===== src/cpd_pkg.sv =====
// Package for the command packet deframer: shared types and codes.
// Used by cpd_csr, cpd_param_mem, cpd_ctrl, cpd_checker and the top level.
package cpd_pkg;

   localparam int unsigned CSR_INDEX_W = 3;
   localparam int unsigned CSR_DATA_W  = 64;

   // register indexes on the csr port
   localparam logic [CSR_INDEX_W-1:0] REG_HEADER_BYTE = 3'd0;
   localparam logic [CSR_INDEX_W-1:0] REG_MAX_PACKET  = 3'd1;
   localparam logic [CSR_INDEX_W-1:0] REG_CHECK_EN    = 3'd2;
   localparam logic [CSR_INDEX_W-1:0] REG_TABLE_LOW   = 3'd3;
   localparam logic [CSR_INDEX_W-1:0] REG_TABLE_HIGH  = 3'd4;

   // result status codes
   localparam logic [1:0] STATUS_OK       = 2'd0;
   localparam logic [1:0] STATUS_TOO_LONG = 2'd1;
   localparam logic [1:0] STATUS_BAD_SUM  = 2'd2;
   localparam logic [1:0] STATUS_UNKNOWN  = 2'd3;

   // header + command + checksum bytes around the parameters
   localparam logic [8:0] FRAME_OVERHEAD = 9'd3;

   typedef struct packed {
      logic [7:0]  header_byte;
      logic [7:0]  max_packet_size;
      logic        check_enable;
      logic [63:0] count_table_low;
      logic [63:0] count_table_high;
   } cfg_type;

   typedef struct packed {
      logic [7:0] command;
      logic [3:0] param_count;
      logic [3:0] param_index;
      logic [7:0] param_byte;
      logic       has_param;
      logic [1:0] status;
      logic       last;
   } rsp_type;

   typedef struct packed {
      logic       wr_en;
      logic [3:0] wr_addr;
      logic [7:0] wr_data;
      logic       rd_en;
      logic [3:0] rd_addr;
   } mem_req_type;

endpackage


===== src/cpd_csr.sv =====
// Configuration registers of the deframer, written through the csr port.
// Depends on cpd_pkg.
module cpd_csr (
   input  logic                                clock,
   input  logic                                reset,
   input  logic                                wr_en,
   input  logic [cpd_pkg::CSR_INDEX_W-1:0]     wr_index,
   input  logic [cpd_pkg::CSR_DATA_W-1:0]      wr_data,
   output cpd_pkg::cfg_type                    cfg
);
   import cpd_pkg::*;

   cfg_type cfg_ff;
   cfg_type cfg_in;

   always_comb begin
      cfg_in = cfg_ff;
      if (wr_en) begin
         case (wr_index)
            REG_HEADER_BYTE: cfg_in.header_byte      = wr_data[7:0];
            REG_MAX_PACKET:  cfg_in.max_packet_size  = wr_data[7:0];
            REG_CHECK_EN:    cfg_in.check_enable     = wr_data[0];
            REG_TABLE_LOW:   cfg_in.count_table_low  = wr_data;
            REG_TABLE_HIGH:  cfg_in.count_table_high = wr_data;
            default: ;
         endcase
      end
   end

   always_ff @(posedge clock) begin
      if (reset) begin
         cfg_ff.header_byte      <= 8'd170;
         cfg_ff.max_packet_size  <= 8'd255;
         cfg_ff.check_enable     <= 1'b1;
         cfg_ff.count_table_low  <= '0;
         cfg_ff.count_table_high <= '0;
      end else begin
         cfg_ff <= cfg_in;
      end
   end

   assign cfg = cfg_ff;

endmodule


===== src/cpd_param_mem.sv =====
// Parameter byte store: one write port, one registered read port.
// Depends on cpd_pkg.
module cpd_param_mem #(
   parameter int unsigned MAX_PARAMS = 15
) (
   input  logic                  clock,
   input  cpd_pkg::mem_req_type  req,
   output logic [7:0]            rd_data
);
   import cpd_pkg::*;

   localparam int unsigned AW = (MAX_PARAMS > 1) ? $clog2(MAX_PARAMS) : 1;

   logic [7:0] store_ff [MAX_PARAMS];
   logic [7:0] rd_data_ff;

   always_ff @(posedge clock) begin
      if (req.wr_en) begin
         store_ff[req.wr_addr[AW-1:0]] <= req.wr_data;
      end
      if (req.rd_en) begin
         rd_data_ff <= store_ff[req.rd_addr[AW-1:0]];
      end
   end

   assign rd_data = rd_data_ff;

endmodule


===== src/cpd_ctrl.sv =====
// Packet parser and result sequencer: header hunt, command lookup, parameter
// capture into cpd_param_mem, checksum compare and result output register.
// Depends on cpd_pkg.
module cpd_ctrl #(
   parameter int unsigned MAX_PARAMS   = 15,
   parameter int unsigned NUM_COMMANDS = 32
) (
   input  logic                  clock,
   input  logic                  reset,
   input  cpd_pkg::cfg_type      cfg,
   input  logic                  in_valid,
   output logic                  in_ready,
   input  logic [7:0]            in_byte,
   output cpd_pkg::mem_req_type  mem_req,
   input  logic [7:0]            mem_rd_data,
   output logic                  out_valid,
   input  logic                  out_ready,
   output cpd_pkg::rsp_type      out_rsp
);
   import cpd_pkg::*;

   localparam logic [2:0] PH_HUNT  = 3'd0;
   localparam logic [2:0] PH_CMD   = 3'd1;
   localparam logic [2:0] PH_PARAM = 3'd2;
   localparam logic [2:0] PH_CHECK = 3'd3;
   localparam logic [2:0] PH_READ  = 3'd4;
   localparam logic [2:0] PH_SEND  = 3'd5;

   logic [2:0] state_ff, state_in;
   logic [7:0] cmd_ff, cmd_in;
   logic [3:0] exp_ff, exp_in;
   logic [3:0] rcv_ff, rcv_in;
   logic [7:0] xor_ff, xor_in;
   logic [3:0] idx_ff, idx_in;
   logic       out_valid_ff, out_valid_in;
   rsp_type    rsp_ff, rsp_in;

   logic       out_free;
   logic       accept;
   logic [3:0] lookup_cnt;
   logic [4:0] rcv_next;
   logic       too_long;

   assign out_free = !out_valid_ff || out_ready;
   assign in_ready = (state_ff == PH_HUNT || state_ff == PH_CMD ||
                      state_ff == PH_PARAM || state_ff == PH_CHECK) && out_free;
   assign accept   = in_valid && in_ready;

   assign lookup_cnt = in_byte[4] ? cfg.count_table_high[{in_byte[3:0], 2'b00} +: 4]
                                  : cfg.count_table_low[{in_byte[3:0], 2'b00} +: 4];
   assign too_long = ({5'd0, lookup_cnt} + FRAME_OVERHEAD > {1'b0, cfg.max_packet_size}) ||
                     ({1'b0, lookup_cnt} > 5'(MAX_PARAMS));
   assign rcv_next = {1'b0, rcv_ff} + 5'd1;

   always_comb begin
      state_in     = state_ff;
      cmd_in       = cmd_ff;
      exp_in       = exp_ff;
      rcv_in       = rcv_ff;
      xor_in       = xor_ff;
      idx_in       = idx_ff;
      out_valid_in = out_valid_ff && !out_ready;
      rsp_in       = rsp_ff;
      mem_req      = '0;
      mem_req.wr_addr = rcv_ff;
      mem_req.wr_data = in_byte;
      mem_req.rd_addr = idx_ff;

      // single status or empty result, filled in below where needed
      case (state_ff)
         PH_HUNT: begin
            if (accept && in_byte == cfg.header_byte) begin
               xor_in   = in_byte;
               state_in = PH_CMD;
            end
         end
         PH_CMD: begin
            if (accept) begin
               cmd_in = in_byte;
               xor_in = xor_ff ^ in_byte;
               rcv_in = '0;
               rsp_in = '0;
               rsp_in.command = in_byte;
               rsp_in.last    = 1'b1;
               if ({1'b0, in_byte} >= 9'(NUM_COMMANDS)) begin
                  exp_in        = '0;
                  rsp_in.status = STATUS_UNKNOWN;
                  out_valid_in  = 1'b1;
                  state_in      = PH_HUNT;
               end else begin
                  exp_in             = lookup_cnt;
                  rsp_in.param_count = lookup_cnt;
                  if (too_long) begin
                     rsp_in.status = STATUS_TOO_LONG;
                     out_valid_in  = 1'b1;
                     state_in      = PH_HUNT;
                  end else if (lookup_cnt == 4'd0) begin
                     if (cfg.check_enable) begin
                        state_in = PH_CHECK;
                     end else begin
                        rsp_in.status = STATUS_OK;
                        out_valid_in  = 1'b1;
                        state_in      = PH_HUNT;
                     end
                  end else begin
                     state_in = PH_PARAM;
                  end
               end
            end
         end
         PH_PARAM: begin
            if (accept) begin
               mem_req.wr_en = 1'b1;
               xor_in        = xor_ff ^ in_byte;
               rcv_in        = rcv_next[3:0];
               if (rcv_next >= {1'b0, exp_ff}) begin
                  idx_in   = '0;
                  state_in = cfg.check_enable ? PH_CHECK : PH_READ;
               end
            end
         end
         PH_CHECK: begin
            if (accept) begin
               rsp_in             = '0;
               rsp_in.command     = cmd_ff;
               rsp_in.param_count = exp_ff;
               rsp_in.last        = 1'b1;
               idx_in             = '0;
               if (in_byte != xor_ff) begin
                  rsp_in.status = STATUS_BAD_SUM;
                  out_valid_in  = 1'b1;
                  state_in      = PH_HUNT;
               end else if (exp_ff == 4'd0) begin
                  rsp_in.status = STATUS_OK;
                  out_valid_in  = 1'b1;
                  state_in      = PH_HUNT;
               end else begin
                  state_in = PH_READ;
               end
            end
         end
         PH_READ: begin
            mem_req.rd_en = 1'b1;
            state_in      = PH_SEND;
         end
         PH_SEND: begin
            // read data stays put until the output register frees up
            if (out_free) begin
               rsp_in.command     = cmd_ff;
               rsp_in.param_count = exp_ff;
               rsp_in.param_index = idx_ff;
               rsp_in.param_byte  = mem_rd_data;
               rsp_in.has_param   = 1'b1;
               rsp_in.status      = STATUS_OK;
               rsp_in.last        = ({1'b0, idx_ff} + 5'd1 == {1'b0, exp_ff});
               out_valid_in       = 1'b1;
               if ({1'b0, idx_ff} + 5'd1 == {1'b0, exp_ff}) begin
                  state_in = PH_HUNT;
               end else begin
                  idx_in   = idx_ff + 4'd1;
                  state_in = PH_READ;
               end
            end
         end
         default: state_in = PH_HUNT;
      endcase
   end

   always_ff @(posedge clock) begin
      if (reset) begin
         state_ff     <= PH_HUNT;
         cmd_ff       <= '0;
         exp_ff       <= '0;
         rcv_ff       <= '0;
         xor_ff       <= '0;
         idx_ff       <= '0;
         out_valid_ff <= 1'b0;
      end else begin
         state_ff     <= state_in;
         cmd_ff       <= cmd_in;
         exp_ff       <= exp_in;
         rcv_ff       <= rcv_in;
         xor_ff       <= xor_in;
         idx_ff       <= idx_in;
         out_valid_ff <= out_valid_in;
      end
   end

   always_ff @(posedge clock) begin
      rsp_ff <= rsp_in;
   end

   assign out_valid = out_valid_ff;
   assign out_rsp   = rsp_ff;

endmodule


===== src/command_packet_deframer.sv =====
//  channel | dir | handshake              | payload
//  req     | in  | req_tvalid/req_tready  | tdata[7:0] rx_byte
//  rsp     | out | rsp_tvalid/rsp_tready  | tdata, tuser {status,has_param}, tlast
//  csr     | in  | csr_valid/csr_ready    | csr_index, csr_data (always ready)
//
//  Received bytes are accepted while req_tready is high. A good packet with N
//  parameters is sent as N beats, each a param store read, then an output
//  load; req_tready stays low while those beats go out. Status and empty
//  results go straight to the output register. A stalled rsp holds its beat
//  and keeps req_tready low until that beat is taken.
//  Reset (synchronous) returns to header hunt; the param store needs no clear.
//  Depends on cpd_pkg, cpd_csr, cpd_param_mem, cpd_ctrl.
module command_packet_deframer #(
   parameter int unsigned MAX_PARAMS   = 15,
   parameter int unsigned NUM_COMMANDS = 32
) (
   input  logic                              clock,
   input  logic                              reset,
   input  logic                              req_tvalid,
   output logic                              req_tready,
   input  logic [7:0]                        req_tdata,   // [7:0] rx_byte
   output logic                              rsp_tvalid,
   input  logic                              rsp_tready,
   // [7:0] command, [11:8] param_count, [15:12] param_index, [23:16] param_byte
   output logic [23:0]                       rsp_tdata,
   output logic [2:0]                        rsp_tuser,   // [0] has_param, [2:1] status
   output logic                              rsp_tlast,
   input  logic                              csr_valid,
   output logic                              csr_ready,
   input  logic [cpd_pkg::CSR_INDEX_W-1:0]   csr_index,
   input  logic [cpd_pkg::CSR_DATA_W-1:0]    csr_data
);
   import cpd_pkg::*;

   cfg_type     cfg;
   mem_req_type mem_req;
   logic [7:0]  mem_rd_data;
   rsp_type     rsp;

   assign csr_ready = 1'b1;

   cpd_csr u_csr (
      .clock    (clock),
      .reset    (reset),
      .wr_en    (csr_valid && csr_ready),
      .wr_index (csr_index),
      .wr_data  (csr_data),
      .cfg      (cfg)
   );

   cpd_param_mem #(.MAX_PARAMS(MAX_PARAMS)) u_mem (
      .clock   (clock),
      .req     (mem_req),
      .rd_data (mem_rd_data)
   );

   cpd_ctrl #(.MAX_PARAMS(MAX_PARAMS), .NUM_COMMANDS(NUM_COMMANDS)) u_ctrl (
      .clock       (clock),
      .reset       (reset),
      .cfg         (cfg),
      .in_valid    (req_tvalid),
      .in_ready    (req_tready),
      .in_byte     (req_tdata),
      .mem_req     (mem_req),
      .mem_rd_data (mem_rd_data),
      .out_valid   (rsp_tvalid),
      .out_ready   (rsp_tready),
      .out_rsp     (rsp)
   );

   assign rsp_tdata = {rsp.param_byte, rsp.param_index, rsp.param_count, rsp.command};
   assign rsp_tuser = {rsp.status, rsp.has_param};
   assign rsp_tlast = rsp.last;

endmodule


===== config.mk =====
export PLATFORM = sky130hd
export DESIGN_NAME = command_packet_deframer
export DESIGN_NICKNAME = d
export VERILOG_FILES = /design/src/cpd_pkg.sv /design/src/cpd_csr.sv /design/src/cpd_param_mem.sv /design/src/cpd_ctrl.sv /design/src/command_packet_deframer.sv
export SDC_FILE = /design/constraint.sdc
export NUM_CORES = 1
export LEC_CHECK = 0
export BUFFER_PORTS_ARGS = -buffer_cell sky130_fd_sc_hd__buf_2
export CAP_MARGIN = 20
export CELL_PAD_IN_SITES_DETAIL_PLACEMENT = 0
export CELL_PAD_IN_SITES_GLOBAL_PLACEMENT = 2
export CORE_MARGIN = 3
export CORE_UTILIZATION = 36
export CTS_CLUSTER_SIZE = 14
export DETAILED_ROUTE_END_ITERATION = 10
export GPL_ROUTABILITY_DRIVEN = 1
export PLACE_DENSITY = 0.74
export SETUP_SLACK_MARGIN = 0.05
export SYNTH_ARGS = -nofsm -noshare
export SYNTH_HDL_FRONTEND = slang
export SYNTH_SLANG_ARGS = --single-unit

===== constraint.sdc =====
create_clock -name clock -period 3.2 [get_ports clock]
set_input_delay 0.32 -clock clock [delete_from_list [all_inputs] [get_ports clock]]
set_output_delay 0.32 -clock clock [all_outputs]
set_load 0.01 [all_outputs]

==> results of run 1 <==
==> stage by stage <==
step                      total power, uW  hold WS, ps  cell area, sq um  setup slack (ps)  TNS, ps
after floorplan                      4860          419             14500             -18.8    -18.8
after global placement               5100          439             15900              -378    -1420
after detailed placement             5100          444             15900              -442    -1650
after CTS                            9490        0.499             17400              48.7        0
after global routing                 9710         17.3             17400              -129     -250
final                                9360         26.9             17400             -11.6    -11.6
==> worst max-delay path, cell delays in order, from the launching register on <==
cell      delay [ps]
dfxtp_2          320
mux4_2           460
a22oi_2          240
nand2_2           90
nor3_4           250
ha_1             280
inv_2             70
ha_4             190
nor2b_4          120
o211ai_1         200
a21boi_1          90
o21a_1           240
or3_1            320
o221a_1          220
==> cells in the mapped netlist (7+ instances only) <==
master,number
nor2_1,43
o21ai_0,14
edfxtp_1,156
xnor2_1,14
nand2b_1,9
xor2_1,11
nand3b_1,8
mux2i_1,54
nor3_1,11
nand2_1,345
a21oi_1,165
buf_1,11
a21boi_0,8
nand3_1,11
a211oi_1,7
buf_2,11
clkbuf_1,59
buf_6,7
mux2_2,15
inv_1,19
and3_1,14
ha_1,16
nor2b_1,15
dfxtp_1,177
a22oi_1,22
mux4_2,42
o211ai_1,7
==> final timing paths <==
check,startpoint,to,cells after the start
worst min register to register,u_csr.cfg[22]$_SDFFE_PP0P_,u_csr.cfg[22]$_SDFFE_PP0P_,2
worst max-delay path,u_csr.cfg[9]$_SDFFE_PP0P_,u_ctrl.out_valid$_SDFF_PP0_,13
worst max register to register,u_csr.cfg[9]$_SDFFE_PP0P_,u_ctrl.out_valid$_SDFF_PP0_,13
worst min-delay path,csr_data[47],u_csr.cfg[111]$_SDFFE_PP0P_,3
==> power groups by stage <==
stage / clock network (uW) / logic [uW] / registers [uW]
after global placement: 0 / 496 / 4600
after detailed placement: 0 / 500 / 4600
after global routing: 4610 / 590 / 4510
final: 4310 / 535 / 4510
after CTS: 4450 / 527 / 4510
after floorplan: 0 / 265 / 4590
==> final cells by class <==
cell class	instances	share of cell area, %
tap	518	3.72
clock inverter	23	1.28
clock buffer	46	5.80
sequential	333	47.2
inverter	20	0.431
multi-input combinational	897	33.5
timing repair buffer	211	8.04
==> timing repair <==
action                                  4_1_cts  5_1_grt
endpoints found under the setup margin        4        4
pin swaps                                     2       17
buffers inserted                              2        1
hold endpoints to repair                     28        0
hold buffers                                 19        0
gates resized for setup                       9       18
==> state kept, by name (all words and copies together) (netlist names), 4 cells and up <==
register        count
u_csr.cfg         145
u_mem.store_ff    120
u_ctrl.out_rsp     28
u_ctrl.cmd_ff       8
u_ctrl.xor_ff       8
u_mem.rd_data       8
u_ctrl.exp_ff       4
u_ctrl.idx_ff       4
u_ctrl.rcv_ff       4
==> metal layers <==
layer,up-vias,part of all wire (%)
met2,219,48
li1,5085,-
met4,0,1.6
met3,44,4.3
met1,4989,46
met5,-,0
==> kinds of logic (layout without fill, tap and decap cells) <==
logic type,count (synthesis),in the layout
compound gates,257,257
xor+xnor,26,26
fa+ha+maj,16,16
buf+inv,114,300
flops,333,333
mux,111,111
other cells,1,1
simple gates,486,486
==> results.json, run 1 <==
{
  "outcome": "finished, violations left",
  "violations": "setup timing",
  "p_seq_share_pct": 48.2,
  "worstSetupStartpointType": "flip-flop",
  "setup_viol": 1,
  "fin_cells": 2048,
  "pin_count": 111,
  "drive_above_1_share_pct": 22.5,
  "hold_viol_final": 0,
  "routedWlPerCell_um": 19.2,
  "antenna_left": 0,
  "min_period_ps": 3210,
  "grt_antenna_before_repair": 0,
  "firstDrtPassIters": 5,
  "cts_max_path_buffers": 3,
  "vias": 10337,
  "intPower_uw": 7280,
  "seq_area_frac_synth_pct": 56.9,
  "wirelength_um": 39300,
  "fp.dieW_um": 206,
  "coreArea_sq_um": 39200,
  "drc": 0,
  "switching_share_pct": 22.2,
  "yosysTopAreaCell": "edfxtp_1",
  "grt_pass1_vias": 10408,
  "cts_tree": "done",
  "syn-num-nets": 1440,
  "portBuffers": 109,
  "synth_top_family_by_area": "simple AND/OR/NAND/NOR gates",
  "fin_util_pct": 44.5,
  "cap_violations": 0,
  "multiInputGateArea_sq_um": 5840,
  "worst_slack_ps": -11.6,
  "p_leak_uw": 0.00611,
  "clock_latency_ps": 550,
  "layout.cells.most_common_list": "nand2_1, dfxtp_1, a21oi_1",
  "fp.dieH_um": 206,
  "crit_required_ps": 3640,
  "die-area_sq_um": 42600,
  "synth-xor-area-share_pct": 1.63,
  "hold_class": "in -> reg",
  "grtUsageMet2_pct": 30.9,
  "rrSetupSlack_ps": -10,
  "n_fill_cell": 3702,
  "clk_pin_slew_ps": 60,
  "areaGrowthSynthToFinish_pct": 20.6,
  "setup.worst_path.class": "reg -> reg",
  "cts_root_buffer": "clkbuf_16",
  "synthArstFlopShare_pct": 0,
  "synth_ff_type": "dfxtp_1",
  "end_kind": "flip-flop",
  "clockPowerShare_pct": 46.1,
  "slew_violations": 0,
  "layout_commonest_cell": "nand2_1",
  "htree_num_levels": 2,
  "p_switching_uw": 2080,
  "grt_start_max_net_pins": 67,
  "fin_crit_sh_pct": 100,
  "synthAdderAreaFrac_pct": 1.38,
  "grt_usage_pct": 18.7,
  "netlist_instances": 1344,
  "globalRouteMet1Util_pct": 25.6,
  "diodes": 0,
  "start_util_pct": 36.9,
  "pwr-share-comb_pct": 5.7,
  "synth_edf_count": 156,
  "drt_iter0_drc": 597,
  "synth.area.mux_share_pct": 11.4,
  "nNetsFinal": 1597,
  "viasPerCell": 5.05,
  "crit_arrival_ps": 3650,
  "global_route.overflow_total": 0,
  "maxSlewHeadroom_pct": 37.3,
  "ir_drop_mv": 0.287,
  "yosysWarnings": 0,
  "worst_slew_pin_slew_ps": 938,
  "row_count": 72,
  "rsz0062_at_grt": "true",
  "synth-compound-area-share_pct": 10.7,
  "ys_top_cells_by_area": "edfxtp_1, dfxtp_1, nand2_1",
  "yosysUniqueCellTypes": 67,
  "clock_sinks": 333,
  "ys_ff_latch": 333,
  "grt_busiest_layer": "met2",
  "synthSimpleGateAreaFrac_pct": 14.4,
  "powerDensity_nw_per_um2": 537,
  "syn-cell-area_sq_um": 14500,
  "dp_cells": 1957,
  "synth_top_area_share_pct": 32.4,
  "dp.final_hpwl_um": 26800,
  "avgSynthCellArea_sq_um": 10.8,
  "regArea_sq_um": 8230,
  "grt_pass1_wl_um": 61000,
  "skew_ps": 8.12,
  "cts_made_buffers": 38,
  "met3_usage_pct": 3.06,
  "max_freq_ghz": 0.311,
  "gp_congestion": 0.772,
  "critPathMaxFanout": 4
}
No activity file was read; power rests on OpenSTA's default activity.
==> run 2: changes to the inputs <==
TNS_END_PERCENT = 50   (was unset)
==> run 2 against run 1 <==
Against the previous run: the flow still finishes with violations (setup timing); combinational power is essentially flat; wire length is essentially flat; via count grew 0.15%; non-clock buffer count shrank 1; count of clock-buffer cells in the layout is the same; register-to-register slack is essentially flat; first-iteration DRC count shrank 0.84%; global-route usage is essentially flat; highest routed layer unchanged.
==> results.json, run 2 (synthesis results as in run 1) <==
{
  "layout_commonest_cell": "nand2_1",
  "clk_pin_slew_ps": 60,
  "routedWlPerCell_um": 19.2,
  "fin_hold_ws_ps": 24.9,
  "htree_num_levels": 2,
  "min_period_ps": 3200,
  "clock_sinks": 333,
  "rsz0062_at_grt": "true",
  "cts_root_buffer": "clkbuf_16",
  "hold_viol_final": 0,
  "p_leak_uw": 0.00610,
  "largest_reg_flops": 145,
  "cap_violations": 0,
  "setup.worst_path.class": "reg -> reg",
  "global_route.overflow_total": 0,
  "grt_pass1_vias": 10412,
  "viasPerCell": 5.06,
  "tns_ps": -1.71,
  "worst_slew_pin_slew_ps": 935,
  "setup_viol": 1,
  "fin_util_pct": 44.5,
  "clock_latency_ps": 550,
  "start_util_pct": 36.9,
  "cp_slowest_cell": "mux4_2",
  "pin_count": 111,
  "cts_max_path_buffers": 3,
  "drive_above_1_share_pct": 22.6,
  "fp.dieW_um": 206,
  "drt_iter0_drc": 592,
  "end_kind": "flip-flop",
  "critPathMaxFanout": 3,
  "maxSlewHeadroom_pct": 37.4,
  "antenna_left": 0,
  "crit_arrival_ps": 3640,
  "row_count": 72,
  "crit_path_max_incr_delay_ps": 470,
  "drc": 0,
  "power.total_uw": 9360,
  "dp.final_hpwl_um": 26800,
  "worst_slack_ps": -1.71,
  "max_freq_ghz": 0.312,
  "diodes": 0,
  "fp.dieH_um": 206,
  "crit_required_ps": 3640,
  "layout.cells.most_common_list": "nand2_1, dfxtp_1, a21oi_1",
  "cp_common_cell": "ha_4",
  "nNetsFinal": 1596,
  "portBuffers": 109,
  "outcome": "finished, violations left",
  "vias": 10353,
  "worstSetupStartpointType": "flip-flop",
  "slew_violations": 0,
  "wirelength_um": 39300,
  "powerDensity_nw_per_um2": 537,
  "skew_ps": 8.17,
  "cts_made_buffers": 38,
  "grt_start_max_net_pins": 67,
  "fin_crit_sh_pct": 100,
  "hold_class": "in -> reg",
  "cts_tree": "done",
  "violations": "setup timing",
  "ir_drop_mv": 0.288,
  "grt_pass1_wl_um": 61000,
  "gp_congestion": 0.772,
  "crit_chain": "mux4_2 -> a22oi_2 -> nand2_2 -> nor3_4 -> buf_6 -> ha_4 -> inv_2 -> ha_4 -> nor2b_4 -> o211ai_1 -> a21boi_1 -> o21a_1 -> or3_1 -> o221a_1",
  "grt_usage_pct": 18.7,
  "firstDrtPassIters": 6,
  "areaGrowthSynthToFinish_pct": 20.6,
  "die-area_sq_um": 42600,
  "grt_antenna_before_repair": 0,
  "coreArea_sq_um": 39200
}
[run 2: worst max-delay path: cells and delay by family (launching register included)]
family	cells	cell delay (ps)
muxes	1	470
adders and majority gates	2	380
AOI/OAI and AO/OA	5	930
and+or+nand+nor	4	770
DFF	1	320
buffers and inverters	2	200
[run 2: per-stage QoR]
stage | worst slack [ps] | std cells | area, sq um
after global placement | -378 | 1957 | 15900
after CTS | 14.9 | 2046 | 17300
after global routing | -106 | 2047 | 17400
after detailed placement | -442 | 1957 | 15900
after floorplan | -18.8 | 1344 | 14500
final | -1.71 | 2047 | 17400
[run 2: final cells by class]
type / instances / area, sq um
clock buffers: 46 / 1010
repair buffers: 210 / 1400
flip-flops and latches: 333 / 8240
multi-input cells: 897 / 5840
clock inverters: 23 / 224
inverters: 20 / 75.1
well taps: 518 / 648
fillers: 3711 / 21800
[run 2: timing repair]
action | CTS | global route
endpoints found under the hold margin | 28 | 0
setup buffers | 1 | 1
gates resized for setup | 6 | 23
pin swaps | 1 | 13
hold buffers | 19 | 0
endpoints found under the setup margin | 4 | 4
cloned | 0 | 0
[run 2: where the power goes]
part           total, uW  switching [uW]  internal, uW  leakage (uW)
clock network       4310            1730          2580      0.000612
registers           4510            24.0          4490       0.00281
logic                538             321           217       0.00268
[run 2: worst paths after layout]
path	startpoint	endpoint	slack, ps	depth (start not counted)
hold reg to reg	u_csr.cfg[22]$_SDFFE_PP0P_	u_csr.cfg[22]$_SDFFE_PP0P_	450	2
setup / recovery	u_csr.cfg[41]$_SDFFE_PP0P_	u_ctrl.out_valid$_SDFF_PP0_	-2	14
hold / removal	csr_data[47]	u_csr.cfg[111]$_SDFFE_PP0P_	20	3
setup reg to reg	u_csr.cfg[41]$_SDFFE_PP0P_	u_ctrl.out_valid$_SDFF_PP0_	-2	14
[run 2: per-layer routing]
metal,part of all wire [%],vias up,routed length [um],track usage (%)
met2,48,226,18900,30.9
met5,0,-,0,0
met3,4.3,42,1690,3.06
li1,-,5081,-,-
met1,46,5004,18100,25.6
met4,1.6,0,630,4.82
==> run 3: changes to the inputs <==
CORE_UTILIZATION = 43   (was 36)
PLACE_DENSITY = 0.84   (was 0.74)
REMOVE_ABC_BUFFERS = 1   (was unset)
clock period = 3.95 ns   (was 3.2 ns; I/O delays follow)
==> run 3 against run 2 <==
Against the previous run: the flow now finishes without violations; count of clock-buffer cells in the layout shrank 2; die area down 16%; non-clock buffer count shrank 72; combinational power fell by 30%; via count down 2.2%; clock skew grew 17 ps; sequential share of layout area grew 2.1 points; power shrank 19%; clock power fell by 17%; wire length fell by 6.9%; critical path type is now in -> reg.
==> results.json, run 3 (synthesis results as in run 1) <==
{
  "skew_ps": 25.4,
  "outcome": "finished, final reports clean",
  "cts_resized": 0,
  "drive_above_1_share_pct": 18.8,
  "largest_reg_flops": 145,
  "pin_count": 111,
  "reg2reg_to": "u_ctrl.state_ff[0]$_SDFFE_PP0P_",
  "setup_viol": 0,
  "layout_commonest_cell": "nand2_1",
  "p_leak_uw": 0.00575,
  "areaGrowthSynthToFinish_pct": 15.3,
  "holdPathEnd": "u_csr.cfg[87]$_SDFFE_PP0P_",
  "rsz0062_at_grt": "false",
  "grt_pass1_vias": 9887,
  "max_freq_ghz": 0.298,
  "hold_class": "in -> reg",
  "maxSlewHeadroom_pct": 32.6,
  "fp.dieW_um": 189,
  "cts_tree": "done",
  "placed_cell_area_sq_um": 15400,
  "dp.final_hpwl_um": 23700,
  "crit_arrival_ps": 3770,
  "clk_pin_slew_ps": 60,
  "routedWlPerCell_um": 19.3,
  "fp.dieH_um": 189,
  "powerDensity_nw_per_um2": 456,
  "cts_max_path_buffers": 3,
  "start_util_pct": 44.0,
  "ir_drop_mv": 0.303,
  "fin_crit_sh_pct": 84.9,
  "setup.worst_path.class": "in -> reg",
  "diodes": 0,
  "min_period_ps": 3350,
  "drc": 0,
  "antenna_left": 0,
  "coreArea_sq_um": 32900,
  "crit_start": "req_tdata[4]",
  "crit_path_max_incr_delay_ps": 390,
  "hold_start": "csr_data[23]",
  "worstSetupStartpointType": "input port",
  "die-area_sq_um": 35900,
  "critPathMaxFanout": 31,
  "global_route.overflow_total": 0,
  "portBuffers": 109,
  "cp_slowest_cell": "buf_4",
  "tns_ps": 0,
  "row_count": 66,
  "cts_made_buffers": 37,
  "firstDrtPassIters": 7,
  "rr_startpoint": "u_csr.cfg[44]$_SDFFE_PP0P_",
  "crit_required_ps": 4370,
  "htree_num_levels": 2,
  "worst_slew_pin_slew_ps": 1010,
  "crit_chain": "buf_4 -> buf_4 -> mux4_2 -> a22oi_1 -> nand2_1 -> nor3_2 -> ha_1 -> xor2_1 -> ha_1 -> and4_1 -> a2111oi_0 -> o21a_1 -> nor2_1 -> nand4_1 -> a211oi_1",
  "rrSetupSlack_ps": 730,
  "vias": 10125,
  "end_kind": "flip-flop",
  "cts_setup_buffers": 0,
  "gp_congestion": 0.834,
  "grt_usage_pct": 20.3,
  "cap_violations": 0,
  "layout.cells.most_common_list": "nand2_1, dfxtp_1, a21oi_1",
  "wirelength_um": 36500,
  "clock_latency_ps": 530,
  "grt_pass1_wl_um": 57400,
  "hold_depth": 3,
  "fin_hold_ws_ps": 120,
  "cts-hold-fix-buffers": 0,
  "clock_sinks": 333,
  "n_fill_cell": 3043,
  "nNetsFinal": 1523,
  "worstRegToRegCells": 13,
  "slew_violations": 0,
  "power.total_uw": 7610,
  "cts_root_buffer": "clkbuf_16",
  "stdcell_area_sq_um": 16700,
  "grt_antenna_before_repair": 1,
  "hold_viol_final": 0,
  "drt_iter0_drc": 683,
  "grt_start_max_net_pins": 100,
  "viasPerCell": 5.34
}
[run 3: layout make-up]
class / instances / area [sq um] / area share (%)
tap: 442 / 553 / 3.32
clock buffer: 44 / 982 / 5.89
multi-input combinational: 897 / 5740 / 34.4
clock inverter: 22 / 285 / 1.71
inverter: 20 / 75.1 / 0.450
sequential: 333 / 8230 / 49.4
timing repair buffer: 138 / 806 / 4.83
[run 3: worst max path at each step]
stage	end	cells after the start
2_1_floorplan	u_ctrl.idx_ff[0]$_SDFFE_PP0P_	8
4_1_cts	u_ctrl.state_ff[0]$_SDFFE_PP0P_	16
3_3_place_gp	u_ctrl.out_valid$_SDFF_PP0_	15
3_5_place_dp	u_ctrl.state_ff[0]$_SDFFE_PP0P_	16
6_report	u_ctrl.state_ff[0]$_SDFFE_PP0P_	15
5_1_grt	u_ctrl.state_ff[0]$_SDFFE_PP0P_	15
[run 3: report_power, final]
part	internal, uW	leakage [uW]	switching (uW)
registers	3640	0.00281	19.4
logic	134	0.00232	240
clock network	2180	0.000617	1400
total	5950	0.00575	1660
[run 3: critical path, delay by kind of cell]
family,cells,cell delay [ps]
AO/OA/AOI/OAI,4,930
AND/OR/NAND/NOR,5,750
buffers and inverters,2,660
adder cells (fa/ha/maj),2,520
multiplexers,1,300
XOR/XNOR,1,170
[run 3: through the flow]
step | utilization (%) | std cells | setup slack, ps
after CTS | 50.7 | 1896 | 582
after global placement | 46.9 | 1830 | 133
after detailed placement | 46.9 | 1830 | 17.5
after global routing | 50.7 | 1896 | 335
after floorplan | - | 1250 | 634
final | 50.7 | 1896 | 596
[run 3: layer usage]
| layer | part of all wire, % | track usage [%] | vias up |
|---|---|---|---|
| li1 | - | - | 4928 |
| met1 | 47 | 29.3 | 4888 |
| met2 | 46 | 32.3 | 256 |
| met3 | 5.0 | 3.13 | 53 |
| met4 | 1.9 | 4.72 | 0 |
| met5 | 0 | 0 | - |
